**src/rtl/itf_pkg.sv**
```systemverilog
`timescale 1ns / 1ps

package itf_pkg;

    localparam int CW = 8;

    localparam logic [2:0] OP_SDEC = 3'd0;
    localparam logic [2:0] OP_UDEC = 3'd1;
    localparam logic [2:0] OP_HEXU = 3'd2;
    localparam logic [2:0] OP_HEXL = 3'd3;
    localparam logic [2:0] OP_PTR  = 3'd4;

    localparam logic [7:0] CH_SPACE = 8'h20;
    localparam logic [7:0] CH_ZERO  = 8'h30;
    localparam logic [7:0] CH_MINUS = 8'h2d;
    localparam logic [7:0] CH_X     = 8'h78;
    localparam logic [7:0] CH_UA    = 8'h41;
    localparam logic [7:0] CH_LA    = 8'h61;

    typedef struct packed {
        logic [2:0]  op;
        logic [63:0] value;
        logic [6:0]  field_width;
        logic [5:0]  precision;
        logic        has_precision;
        logic        left_justify;
        logic        zero_pad;
    } t_in;

    typedef struct packed {
        logic [7:0] out_char;
        logic       last_char;
    } t_out;

    typedef struct packed {
        logic start;
        logic hex;
        logic shift;
    } t_dig_ctl;

    typedef struct packed {
        logic       done;
        logic [3:0] top;
    } t_dig_sts;

endpackage

```
**src/rtl/itf_digits.sv**
```systemverilog
`timescale 1ns / 1ps

module itf_digits #(
    parameter int DIGIT_SLOTS = 16
) (
    input  logic                             i_clk,
    input  logic                             i_rst_n,
    input  itf_pkg::t_dig_ctl                i_ctl,
    input  logic [63:0]                      i_mag,
    output itf_pkg::t_dig_sts                o_sts,
    output logic [$clog2(DIGIT_SLOTS+1)-1:0] o_ndig
);
    import itf_pkg::*;

    localparam int DW = 4 * DIGIT_SLOTS;
    localparam int NW = $clog2(DIGIT_SLOTS + 1);
    localparam logic [1:0] D_IDLE = 2'd0;
    localparam logic [1:0] D_CONV = 2'd1;
    localparam logic [1:0] D_NORM = 2'd2;

    logic [1:0]    r_state, n_state;
    logic [DW-1:0] r_dig, n_dig;
    logic [31:0]   r_bin, n_bin;
    logic [4:0]    r_bit, n_bit;
    logic [NW-1:0] r_ndig, n_ndig;
    logic [DW-1:0] w_adj;
    logic          w_more;

    // Double dabble: every BCD digit of five or more gets three added before the shift.
    always_comb begin
        for (int i = 0; i < DIGIT_SLOTS; i++) begin
            w_adj[4*i +: 4] = (r_dig[4*i +: 4] >= 4'd5) ? r_dig[4*i +: 4] + 4'd3
                                                          : r_dig[4*i +: 4];
        end
    end

    assign w_more = (r_dig[DW-1 -: 4] == 4'd0) && (r_ndig > NW'(1));

    always_comb begin
        n_state = r_state;
        n_dig   = r_dig;
        n_bin   = r_bin;
        n_bit   = r_bit;
        n_ndig  = r_ndig;
        case (r_state)
            D_IDLE: begin
                if (i_ctl.start) begin
                    n_ndig = NW'(DIGIT_SLOTS);
                    if (i_ctl.hex) begin
                        n_dig   = DW'(i_mag);
                        n_state = D_NORM;
                    end else begin
                        n_dig   = '0;
                        n_bin   = i_mag[31:0];
                        n_bit   = 5'd0;
                        n_state = D_CONV;
                    end
                end else if (i_ctl.shift) begin
                    n_dig = {r_dig[DW-5:0], 4'd0};
                end
            end
            D_CONV: begin
                n_dig = {w_adj[DW-2:0], r_bin[31]};
                n_bin = {r_bin[30:0], 1'b0};
                n_bit = r_bit + 5'd1;
                if (r_bit == 5'd31) begin
                    n_state = D_NORM;
                end
            end
            D_NORM: begin
                if (w_more) begin
                    n_dig  = {r_dig[DW-5:0], 4'd0};
                    n_ndig = r_ndig - NW'(1);
                end else begin
                    n_state = D_IDLE;
                end
            end
            default: begin
                n_state = D_IDLE;
            end
        endcase
    end

    always_ff @(posedge i_clk) begin
        if (!i_rst_n) begin
            r_state <= D_IDLE;
        end else begin
            r_state <= n_state;
        end
        r_dig  <= n_dig;
        r_bin  <= n_bin;
        r_bit  <= n_bit;
        r_ndig <= n_ndig;
    end

    assign o_sts.done = (r_state == D_NORM) && !w_more;
    assign o_sts.top  = r_dig[DW-1 -: 4];
    assign o_ndig     = r_ndig;

endmodule

```
**src/rtl/integer_text_formatter.sv**
```systemverilog
`timescale 1ns / 1ps
// Steps: a decimal item passes bit-serial conversion, then leading-zero removal, the step that finds
// the first digit and the length setup before its first character is loaded; a hex item skips the
// conversion, and an item with an unused op code is taken but produces no text.
// Output: N characters (at most MAX_FIELD) leave one per cycle while the receiver does not stall;
// the next item is taken once the last character of the previous one has been loaded.
// Reset (synchronous, active low) returns to idle and drops any pending output transfer.
module integer_text_formatter #(
    parameter int MAX_FIELD   = 64,
    parameter int DIGIT_SLOTS = 16
) (
    input  logic         i_clk,
    input  logic         i_rst_n,
    input  logic         i_in_valid,
    output logic         o_in_stall,
    input  itf_pkg::t_in i_in_data,
    output logic         o_out_valid,
    input  logic         i_out_stall,
    output itf_pkg::t_out o_out_data
);
    import itf_pkg::*;

    localparam int NW = $clog2(DIGIT_SLOTS + 1);
    localparam logic [CW-1:0] MAXF = CW'(MAX_FIELD);

    localparam logic [2:0] S_IDLE = 3'd0;
    localparam logic [2:0] S_CONV = 3'd1;
    localparam logic [2:0] S_CALC = 3'd2;
    localparam logic [2:0] S_EMIT = 3'd3;

    logic [2:0]    r_state, n_state;
    logic          r_neg, r_upper, r_left, r_hasp, r_zpad;
    logic [1:0]    r_plen;
    logic [CW-1:0] r_fw;
    logic [5:0]    r_prec;
    logic [CW-1:0] r_sp, r_pl, r_zr, r_nd, r_emit, r_total;
    logic          r_ov;
    t_out          r_out;

    t_dig_ctl      w_ctl;
    t_dig_sts      w_sts;
    logic [NW-1:0] w_ndig;
    logic [63:0]   w_mag;
    logic [31:0]   w_v32;
    logic          w_accept, w_fire, w_last;
    logic [7:0]    w_char, w_dchar;
    logic [CW-1:0] w_nd, w_plen, w_zeros, w_body, w_spaces, w_full, w_fw_in;

    itf_digits #(.DIGIT_SLOTS(DIGIT_SLOTS)) u_digits (
        .i_clk   (i_clk),
        .i_rst_n (i_rst_n),
        .i_ctl   (w_ctl),
        .i_mag   (w_mag),
        .o_sts   (w_sts),
        .o_ndig  (w_ndig)
    );

    // The block takes a new item only when the previous one has finished emitting;
    // the output register may still hold the final character of that item.
    assign o_in_stall = (r_state != S_IDLE);
    assign w_accept   = i_in_valid && !o_in_stall;

    // Magnitude for the digit unit: signed decimal negates a negative 32-bit value.
    assign w_v32 = i_in_data.value[31:0];
    always_comb begin
        case (i_in_data.op)
            OP_SDEC: w_mag = {32'd0, w_v32[31] ? (~w_v32 + 32'd1) : w_v32};
            OP_PTR:  w_mag = i_in_data.value;
            default: w_mag = {32'd0, w_v32};
        endcase
    end

    assign w_fw_in = (CW'(i_in_data.field_width) > MAXF) ? MAXF
                                                         : CW'(i_in_data.field_width);

    // Length setup: zero fill, then the space padding, then the emitted total,
    // which is capped at the field limit.
    assign w_nd   = CW'(w_ndig);
    assign w_plen = CW'(r_plen);
    always_comb begin
        w_zeros = '0;
        if (r_hasp) begin
            if (CW'(r_prec) > w_nd) begin
                w_zeros = CW'(r_prec) - w_nd;
            end
        end else if (r_zpad && !r_left) begin
            if (r_fw > w_plen + w_nd) begin
                w_zeros = r_fw - w_plen - w_nd;
            end
        end
    end
    assign w_body   = w_plen + w_zeros + w_nd;
    assign w_spaces = (r_fw > w_body) ? r_fw - w_body : '0;
    assign w_full   = w_body + w_spaces;

    // In the emit state, one character may be loaded whenever the output register is empty or is
    // being drained by a transfer in this same cycle.
    assign w_fire = (r_state == S_EMIT) && (!r_ov || !i_out_stall);
    assign w_last = (r_emit + CW'(1) == r_total);

    always_comb begin
        if (w_sts.top < 4'd10) begin
            w_dchar = CH_ZERO + 8'(w_sts.top);
        end else begin
            w_dchar = (r_upper ? CH_UA : CH_LA) + 8'(w_sts.top) - 8'd10;
        end
    end

    // Segment order: leading spaces, sign or prefix, zero fill, digits, trailing spaces.
    always_comb begin
        if (!r_left && r_sp != '0) begin
            w_char = CH_SPACE;
        end else if (r_pl != '0) begin
            if (r_neg) begin
                w_char = CH_MINUS;
            end else begin
                w_char = (r_pl == CW'(2)) ? CH_ZERO : CH_X;
            end
        end else if (r_zr != '0) begin
            w_char = CH_ZERO;
        end else if (r_nd != '0) begin
            w_char = w_dchar;
        end else begin
            w_char = CH_SPACE;
        end
    end

    always_comb begin
        w_ctl.start = w_accept && (i_in_data.op <= OP_PTR);
        w_ctl.hex   = (i_in_data.op != OP_SDEC) && (i_in_data.op != OP_UDEC);
        w_ctl.shift = w_fire && !(!r_left && r_sp != '0) && (r_pl == '0)
                      && (r_zr == '0) && (r_nd != '0);
    end

    always_comb begin
        n_state = r_state;
        case (r_state)
            S_IDLE: if (w_ctl.start) n_state = S_CONV;
            S_CONV: if (w_sts.done) n_state = S_CALC;
            S_CALC: n_state = S_EMIT;
            S_EMIT: if (w_fire && w_last) n_state = S_IDLE;
            default: n_state = S_IDLE;
        endcase
    end

    always_ff @(posedge i_clk) begin
        if (!i_rst_n) begin
            r_state <= S_IDLE;
            r_ov    <= 1'b0;
        end else begin
            r_state <= n_state;
            if (w_fire) begin
                r_ov <= 1'b1;
            end else if (!i_out_stall) begin
                r_ov <= 1'b0;
            end
        end

        if (w_ctl.start) begin
            r_neg   <= (i_in_data.op == OP_SDEC) && w_v32[31];
            r_upper <= (i_in_data.op == OP_HEXU);
            r_left  <= i_in_data.left_justify;
            r_hasp  <= i_in_data.has_precision;
            r_zpad  <= i_in_data.zero_pad;
            r_prec  <= i_in_data.precision;
            r_fw    <= w_fw_in;
            if (w_ctl.hex) begin
                r_plen <= 2'd2;
            end else begin
                r_plen <= (w_v32[31] && i_in_data.op == OP_SDEC) ? 2'd1 : 2'd0;
            end
        end

        if (r_state == S_CALC) begin
            r_sp    <= w_spaces;
            r_pl    <= w_plen;
            r_zr    <= w_zeros;
            r_nd    <= w_nd;
            r_emit  <= '0;
            r_total <= (w_full > MAXF) ? MAXF : w_full;
        end else if (w_fire) begin
            r_emit <= r_emit + CW'(1);
            if (!r_left && r_sp != '0) begin
                r_sp <= r_sp - CW'(1);
            end else if (r_pl != '0) begin
                r_pl <= r_pl - CW'(1);
            end else if (r_zr != '0) begin
                r_zr <= r_zr - CW'(1);
            end else if (r_nd != '0) begin
                r_nd <= r_nd - CW'(1);
            end else begin
                r_sp <= r_sp - CW'(1);
            end
        end

        if (w_fire) begin
            r_out.out_char  <= w_char;
            r_out.last_char <= w_last;
        end
    end

    assign o_out_valid = r_ov;
    assign o_out_data  = r_out;

endmodule

```
**config.mk**
```make
export PLATFORM = sky130hd
export DESIGN_NAME = integer_text_formatter
export DESIGN_NICKNAME = d
export VERILOG_FILES = /design/src/rtl/itf_pkg.sv /design/src/rtl/itf_digits.sv /design/src/rtl/integer_text_formatter.sv
export SDC_FILE = /design/constraint.sdc
export NUM_CORES = 1
export LEC_CHECK = 0
export BUFFER_PORTS_ARGS = -buffer_cell sky130_fd_sc_hd__clkbuf_2
export CAP_MARGIN = 5
export CORE_MARGIN = 5
export CORE_UTILIZATION = 45
export CTS_CLUSTER_SIZE = 16
export DETAILED_ROUTE_END_ITERATION = 12
export PLACE_DENSITY_LB_ADDON = 0.2
export SLEW_MARGIN = 20
export SYNTH_ARGS = -nofsm -noshare
export SYNTH_HDL_FRONTEND = slang
export SYNTH_SLANG_ARGS = --single-unit
```
**constraint.sdc**
```tcl
create_clock -name i_clk -period 15.56 [get_ports i_clk]
set_clock_uncertainty 0.1 [all_clocks]
set_input_delay 1.556 -clock i_clk [delete_from_list [all_inputs] [get_ports i_clk]]
set_output_delay 1.556 -clock i_clk [all_outputs]
set_load 0.01 [all_outputs]
```
==> Yosys cells after proc, flatten, opt, wreduce, memory -nomap -nowiden <==
Index checks and enable logic that the tools add are counted.
{ "classes": {"addsub": 35, "n_lt_le_gt_ge": 24, "bitwise_logic": 4, "muxes": 77, "eq_ne": 27, "reduce_logical": 51} }
{ "ops": {"columns": ["cell", "n"], "rows": [
  ["two-way mux 64 bit", 4],
  ["case mux 64 bit (3 select lines)", 1],
  ["two-way mux 8 bit", 20],
  ["case mux 64 bit (2 select lines)", 1],
  ["two-way mux 32 bit", 3],
  ["greater-or-equal comparator 4 x 3 -> 1 bit, second input constant", 16],
  ["case mux 32 bit (2 select lines)", 1],
  ["adder 4 x 2 -> 4 bit, second input constant", 15],
  ["two-way mux 4 bit", 15],
  ["two-way mux 5 bit", 10],
  ["adder 32 x 1 -> 32 bit, second input constant", 1],
  ["inverter 32 bit", 1],
  ["nonzero test 8 bit", 4],
  ["subtractor 8 x 1 -> 8 bit, second input constant", 4],
  ["AND reduction 3 bit", 7],
  ["case mux 5 bit (2 select lines)", 2],
  ["logical NOT 8 bit", 2],
  ["two-way mux 2 bit", 8],
  ["logical AND 1 bit", 14],
  ["two-way mux 7 bit", 2],
  ["!= test 2 x 1 -> 1 bit, second input constant", 7],
  ["two-way mux 3 bit", 4],
  ["case mux 3 bit (4 select lines)", 1],
  ["nonzero test 2 bit", 6],
  ["other kinds (46)", 69]
]} }
{ "totals": {"out_inout_bits": 11, "wordCells": 244, "reg_bits": 190, "input_bits": 87} }

==> Depth between registers and ports, before layout <==
Gate-level depths: netlist of the first run.
{ "depth": {"word_depth": 11, "depth_mapped": 36} }

==> Hierarchy <==
A second synthesis of the first run with hierarchy kept.
{ "hier_totals": {"hier_cells": 1326, "hier_area_um2": 13344.0} }
{ "modules_own_cells": {"columns": ["mod", "n_inst", "area_per_inst_um2", "cells_per_inst", "seq_area_each_um2"], "rows": [
  ["integer_text_formatter", 1, 6770.2, 754, 2172.1],
  ["itf_digits", 1, 6573.8, 572, 3223.1]
]} }

==> Worst setup path after synthesis of the first run <==
OpenSTA, ideal clock, no wires.
{ "synth_path": {"kind": "reg2reg", "from": "register u_digits.r_ndig[0] (netlist: u_digits.o_ndig[0])", "to": "register r_total[2], data pin", "stages_incl_launch_ff": 36, "setup_ns": 0.283, "n_path_buf": 2, "slack_ns": 7.836, "arrival_time_ns": 7.341, "cell_sequence": "edfxtp_1 -> ha_1 -> inv_1 -> fa_1 -> xor2_1 -> ha_1 -> and4b_1 -> a31oi_1 -> o21ai_0 -> a31oi_1 -> nand2_1 -> o21ai_0 -> fa_1 -> ha_1 -> fa_1 -> a21o_1 -> a21oi_1 -> xnor2_1 -> inv_1 -> ha_1 -> o21a_1 -> o31a_1 -> o32ai_1 -> nor3_1 -> clkbuf_1 -> and2_1 -> ha_1 -> clkbuf_1 -> o21a_1 -> o31a_1 -> o21ai_0 -> nand2b_1 -> xor2_1 -> nand2_1 -> a311oi_1 -> nor4_1"} }
{ "synth_via": {"elab_chain_len": 11, "word_cells_on_any_way": 16, "cone_classes": "add/sub: 7; order compare: 4; mux: 5"} }
{ "synth_lines": {"columns": ["element", "line", "text"], "rows": [
  ["from (decl)", "itf_digits.sv:25", "logic [NW-1:0] r_ndig, n_ndig;"],
  ["from (signal assigned)", "itf_digits.sv:93", "r_ndig <= n_ndig;"],
  ["adder 2 x 5 -> 6 bit", "integer_text_formatter.sv:87", "if (r_fw > w_plen + w_nd) begin"],
  ["> comparator 8 x 6 -> 1 bit", "integer_text_formatter.sv:87", null],
  ["two-way mux 8 bit", "integer_text_formatter.sv:87", null],
  ["two-way mux 8 bit", "integer_text_formatter.sv:86", "end else if (r_zpad && !r_left) begin"],
  ["two-way mux 8 bit", "integer_text_formatter.sv:82", "if (r_hasp) begin"],
  ["adder 2 x 8 -> 8 bit", "integer_text_formatter.sv:92", "assign w_body = w_plen + w_zeros + w_nd;"],
  ["adder 8 x 5 -> 8 bit *", "integer_text_formatter.sv:92", null],
  ["subtractor 8 bit or > comparator 8 bit (tied branches)", "integer_text_formatter.sv:93", "assign w_spaces = (r_fw > w_body) ? r_fw - w_body : '0;"],
  ["two-way mux 8 bit", "integer_text_formatter.sv:93", null],
  ["adder 8 bit *", "integer_text_formatter.sv:94", "assign w_full = w_body + w_spaces;"],
  ["> comparator 8 x 7 -> 1 bit", "integer_text_formatter.sv:180", "r_total <= (w_full > MAXF) ? MAXF : w_full;"],
  ["to (signal assigned)", "integer_text_formatter.sv:180", null],
  ["to (decl)", "integer_text_formatter.sv:36", "logic [CW-1:0] r_sp, r_pl, r_zr, r_nd, r_emit, r_total;"]
]} }
Every way passes the cells marked *; elsewhere a longest branch is shown, timed or not.
A chain may end at the register's enable or synchronous reset.

==> Final worst setup path of the first run <==
{ "layout_path": {"from": "register u_digits.r_ndig[0] (netlist: u_digits.o_ndig[0])", "to": "register r_total[4], data pin"} }
Same word-level chain as after synthesis.

==> out/results.ini, run 1 <==
[status]
outcome = finished clean

[setup_path]
r2r-start = u_digits.o_ndig[0]
cp_top_family = adder cells
critPathRequiredTime_ns = 15.61
rr_endpoint = r_total[4]
reg2regPathDepth = 33
critPathCaptureType = flop
rrSetupSlack_ns = 6.88
path_buf_inv = 2
cp.arrival_ns = 8.74
crit_path_top_delay_cell = nor3_2
critPathKind = reg2reg
path_max_fanout = 14
start_kind = flop
slowest_delay_ns = 0.58

[sta]
fin_crit_sh = 0.558
holdWs_ns = 0.391
tns_ns = 0
worst_pin_slew_ns = 1.10
fmaxAchievable_mhz = 115
slew_headroom = 0.267
fin_ws_ns = 6.88
report.final.slew_viol_count = 0
setup_viol = 0
finalCriticalPeriod_ns = 8.68
hold_viol = 0
rsz0062_at_grt = no

[yosys]
synth-simple-area-share = 0.163
synth_compound_area_frac = 0.196
synth-edff-count = 165
postSynthCellCount = 1455
ys.flop_type = edfxtp_1
ys_types = 75
netlist.area_leader.share = 0.369
ys_warn_count = 0
synth_top_cells_by_count = edfxtp_1 (165), nand2_1 (155), o21ai_0 (138), a21oi_1 (122), inv_1 (100)
synthMuxAreaShare = 0.0135
synth_area_leader_cell = edfxtp_1
yosys_register_bits = 187
synth_area_sq_um = 13400
ys_seq_area_frac = 0.402
synth_fa_ha_area_frac = 0.106
synth_xor_area_frac = 0.0737
synth.most_common_cell = edfxtp_1
synth_area_per_cell_sq_um = 9.22
ys_top_cells_by_area = edfxtp_1 (37%), ha_1 (9.2%), o21ai_0 (5.1%)
synth-async-reset-ratio = 0
synth_top_family_by_area = compound AO/OA/AOI/OAI gates

[die]
die_w_um = 183
core_area_sq_um = 29600
num_rows = 63
fp.dieArea_sq_um = 33400
start_util = 0.454
io-pin-count = 98
die_h_um = 183

[grt]
grt_overflow_total = 0
grt_use_total = 0.197
grt_pass1_vias = 10400
grt_max_degree = 93
antenna_found_initial = 3
grt_pass1_wl_mm = 53.5

[cts]
clock_sinks = 187
cts_hold_buffers = 0
cts_tree = built
cts-buffers-inserted = 17
clockBufferDepth = 2
cts_resized = 0
cts_max_level = 4
cts-root-buf = clkbuf_16
post-cts-setup-buffers = 0
clk_pin_slew_ns = 0.07
worst_skew_pair.late_latency_ns = 0.44

[min_path]
hp-class = reg2reg
min-delay-start = r_pl[2]
holdPathEnd = r_pl[2]
hold_path_depth = 2

[detailed_routing]
first_iter_violations = 736
drtPass1Iterations = 5
drc = 0
wl_per_cell_um = 17.2
vias = 11000
via_per_inst = 5.67
ant_nets = 0
wirelength_mm = 33.3

[placed_design]
placed_cell_area_sq_um = 14300
place_congestion = 0.869
place_ws_ns = 6.60
io_buffers = 96
post-dp-hpwl_mm = 23.7

[finish]
finalInstanceArea_sq_um = 14900
area_delta_synth_final_pct = 10.9
drive_gt1_frac = 0.108
nNetsFinal = 1720

[run]
max_cap_viol_count = 0

-- registers in the layout (all words and copies together) (netlist names) --
name	count
o_out_data	8
o_out_valid	1
r_emit	8
r_fw	7
r_hasp	1
r_left	1
r_nd	8
r_neg	1
r_pl	8
r_plen	2
r_prec	6
r_sp	8
r_state	2
r_total	8
r_upper	1
r_zpad	1
r_zr	8
u_digits.o_ndig	5
u_digits.r_bin	32
u_digits.r_bit	5
u_digits.r_dig	64
u_digits.r_state	2
-- worst min-delay path, stage by stage (launching register included) --
cell     delay, ns
dfxtp_1       0.33
nand2_1       0.06
a21oi_1       0.05
-- cells by family (layout without fill, tap and decap cells) --
group | Yosys count | count (layout)
fa+ha+maj | 108 | 108
simple gates | 442 | 442
flops | 187 | 187
xor+xnor | 113 | 113
compound gates | 426 | 426
buf+inv | 161 | 243
other cells | 1 | 5
mux | 17 | 17
-- cell type report --
| class | instances | area (sq um) |
|---|---|---|
| inverters | 102 | 383 |
| diodes | 3 | 7.51 |
| clock inverters | 12 | 139 |
| flip-flops and latches | 187 | 5400 |
| multi-input cells | 1108 | 7460 |
| clock buffers | 20 | 437 |
| well taps | 390 | 488 |
| repair buffers | 109 | 578 |
| fillers | 2796 | 14700 |
-- layer usage --
layer / vias to the layer above / wire, um / global-route usage
met1: 5213 / 15300 / 0.271
met3: 40 / 1670 / 0.0297
met5: - / 0 / 0
met4: 0 / 544 / 0.0564
li1: 5403 / - / -
met2: 300 / 15800 / 0.324
-- worst max-delay path by stage --
stage	startpoint	to	slack (ns)	cells past startpoint
CTS	u_digits.o_ndig[0]	r_total[4]	6.54	33
finish	u_digits.o_ndig[0]	r_total[4]	6.88	33
global route	u_digits.o_ndig[0]	r_total[2]	6.20	33
floorplan	u_digits.o_ndig[0]	r_total[2]	7.84	35
global placement	u_digits.o_ndig[0]	r_total[2]	6.90	33
detailed placement	u_digits.o_ndig[0]	r_total[3]	6.60	33
-- cell usage in the layout, fill, tap and decap left out, types with 9 or more instances in the layout --
| master | instances |
|---|---|
| edfxtp_1 | 165 |
| nand2_1 | 155 |
| o21ai_0 | 138 |
| a21oi_1 | 122 |
| inv_1 | 100 |
| ha_1 | 97 |
| clkbuf_2 | 96 |
| nor2_1 | 80 |
| xnor2_1 | 73 |
| xor2_1 | 40 |
| nand3_1 | 32 |
| nand2b_1 | 28 |
| nor2b_1 | 25 |
| a22oi_1 | 25 |
| nor3_1 | 23 |
| nor3b_1 | 23 |
| dfxtp_1 | 22 |
| a221oi_1 | 20 |
| a31oi_1 | 19 |
| and2_1 | 17 |
| clkbuf_16 | 17 |
| a21o_1 | 14 |
| buf_4 | 13 |
| o21a_1 | 12 |
| nor4_1 | 12 |
| and3_1 | 9 |
| mux2_2 | 9 |
| fa_1 | 9 |
-- metrics by stage --
| stage | utilization | instances |
|---|---|---|
| detailed placement | 0.484 | 1896 |
| floorplan | - | 1456 |
| global route | 0.503 | 1931 |
| finish | 0.503 | 1931 |
| global placement | 0.484 | 1896 |
| CTS | 0.503 | 1928 |
Power of run 1 is left out: the tool's default activity adds up to more than one toggle a clock period on the data nets, which glitch-free logic cannot reach.
==> run 2: changes to the inputs <==
clock period = 8.3 ns   (was 15.56 ns; I/O delays follow)
==> run 2 against run 1 <==
Net effect: routed wire length increased by 1.3%; critical path depth increased by 1; design area increased by 0.81%; fmax increased by 12%; register-to-register slack got worse by 6.3 ns; sequential share of layout area decreased by 0.29 points; final cell count increased by 0.36%; utilization increased by 0.41 points; critical endpoint unchanged; largest cell class unchanged.
==> out/results.ini, run 2 (synthesis results as in run 1) <==
[detailed_routing]
via_per_inst = 5.70  ; +0.38%
first_iter_violations = 900  ; +22%
ant_nets = 0  ; unchanged
drtPass1Iterations = 5  ; unchanged
drc = 0  ; unchanged
wl_per_cell_um = 17.4  ; +0.96%
wirelength_mm = 33.7  ; +1.3%
vias = 11000  ; +0.74%

[placed_design]
post-dp-hpwl_mm = 23.9  ; +0.74%
place_congestion = 0.888  ; +2.2%
io_buffers = 96  ; unchanged

[cts]
cts-buffers-inserted = 17  ; unchanged
cts-root-buf = clkbuf_16
cts_tree = built
cts_max_level = 4  ; unchanged
clk_pin_slew_ns = 0.08  ; about the same
clockBufferDepth = 2  ; unchanged
clock_sinks = 187  ; unchanged
worst_skew_pair.late_latency_ns = 0.44  ; about the same

[sta]
fmaxAchievable_mhz = 129  ; +12%
report.final.slew_viol_count = 0  ; unchanged
fin_crit_sh = 0.931  ; +0.373
tns_ns = 0  ; unchanged
rsz0062_at_grt = no
worst_pin_slew_ns = 1.10  ; -0.00238 ns
setup_viol = 0  ; unchanged
finalCriticalPeriod_ns = 7.73  ; -0.954 ns
slew_headroom = 0.269  ; +0.00159
hold_viol = 0  ; unchanged

[die]
die_h_um = 183  ; unchanged
num_rows = 63  ; unchanged
fp.dieArea_sq_um = 33400  ; unchanged
die_w_um = 183  ; unchanged
io-pin-count = 98  ; unchanged
start_util = 0.454  ; unchanged
core_area_sq_um = 29600  ; unchanged

[grt]
grt_overflow_total = 0  ; unchanged
grt_pass1_vias = 10500  ; +1.0%
grt_max_degree = 93  ; unchanged
grt_pass1_wl_mm = 54.1  ; +1.2%
grt_use_total = 0.198  ; +0.00184
antenna_found_initial = 2  ; -1

[setup_path]
critPathRequiredTime_ns = 8.45  ; -7.16 ns
crit_path_frequent_cell = ha_1
slowest_delay_ns = 0.47  ; -0.11 ns
crit_path_top_delay_cell = fa_1
start_kind = flop
reg2regPathDepth = 34  ; +3.0%
critPathKind = reg2reg
critPathCaptureType = flop
cp.arrival_ns = 7.88  ; -0.86 ns
path_max_fanout = 11  ; -3

[finish]
area_delta_synth_final_pct = 11.8
regMostFlops = u_digits.r_dig
layout_common_cells = edfxtp_1 (165), nand2_1 (155), o21ai_0 (138)
final_util = 0.508  ; +0.00406
drive_gt1_frac = 0.120  ; +0.0117
final_common_cell = edfxtp_1
nNetsFinal = 1728  ; +0.47%
largest_reg_flops = 64  ; unchanged
reg.largest.list = u_digits.r_dig (64), u_digits.r_bin (32)

[min_path]
hp-class = reg2reg
hold_path_depth = 2  ; unchanged

[run]
max_cap_viol_count = 0  ; unchanged

[status]
outcome = finished clean

-- run 2: changes by cell type in the layout (fill, tap and decap cells not counted), sizes merged --
cell / previous run / this run
clkbuf: 116 / 113
clkinvlp: 1 / 3
inv: 105 / 109
diode: 3 / 2
buf: 13 / 21
clkinv: 6 / 4
bufinv: 2 / 1
-- run 2: layer usage --
| layer | track usage | vias up | wire length, um |
|---|---|---|---|
| met2 | 0.330 | 310 | 16100 |
| met4 | 0.0516 | 0 | 567 |
| met1 | 0.273 | 5264 | 15400 |
| li1 | - | 5424 | - |
| met5 | 0 | - | 0 |
| met3 | 0.0291 | 39 | 1690 |
-- run 2: final timing paths --
path	start	end	slack [ns]
setup / recovery	u_digits.o_ndig[0]	r_total[4]	0.57
hold / removal	r_pl[2]	r_pl[2]	0.40
setup reg to reg	u_digits.o_ndig[0]	r_total[4]	0.57
hold reg to reg	r_pl[2]	r_pl[2]	0.40
-- run 2: layout make-up --
| cell class | count | area [sq um] |
|---|---|---|
| sequential | 187 | 5400 |
| tap | 390 | 488 |
| fill | 2735 | 14600 |
| inverter | 102 | 383 |
| multi-input combinational | 1108 | 7510 |
| timing repair buffer | 117 | 638 |
| clock inverter | 15 | 156 |
| clock buffer | 17 | 425 |
| antenna | 2 | 5.00 |
-- run 2: timing repair --
item | in CTS | in global routing
setup buffers | 0 | 4
hold buffers | 0 | 0
resized for setup | 0 | 9
setup endpoints to repair | 0 | 5
hold endpoints to repair | 0 | 0
-- run 2: critical path, delay by kind of cell (launching register included) --
kind	cells	cell delay (ns)
xor+xnor	2	0.33
mux	1	0.26
flops	1	0.41
simple gates	7	1.17
compound gates	13	2.21
fa+ha+maj	8	2.74
buf+inv	3	0.32
-- run 2: per-stage QoR --
step	std cells	hold slack, ns	setup WS, ns	cell area [sq um]
6_report	1938	0.395	0.570	15000
5_1_grt	1938	0.419	0.0593	15000
4_1_cts	1932	0.396	0.212	14900
3_5_place_dp	1900	0.384	0.298	14300
3_3_place_gp	1900	0.372	0.473	14300
2_1_floorplan	1456	0.358	0.576	13400
Power of run 2 is left out for the same reason.
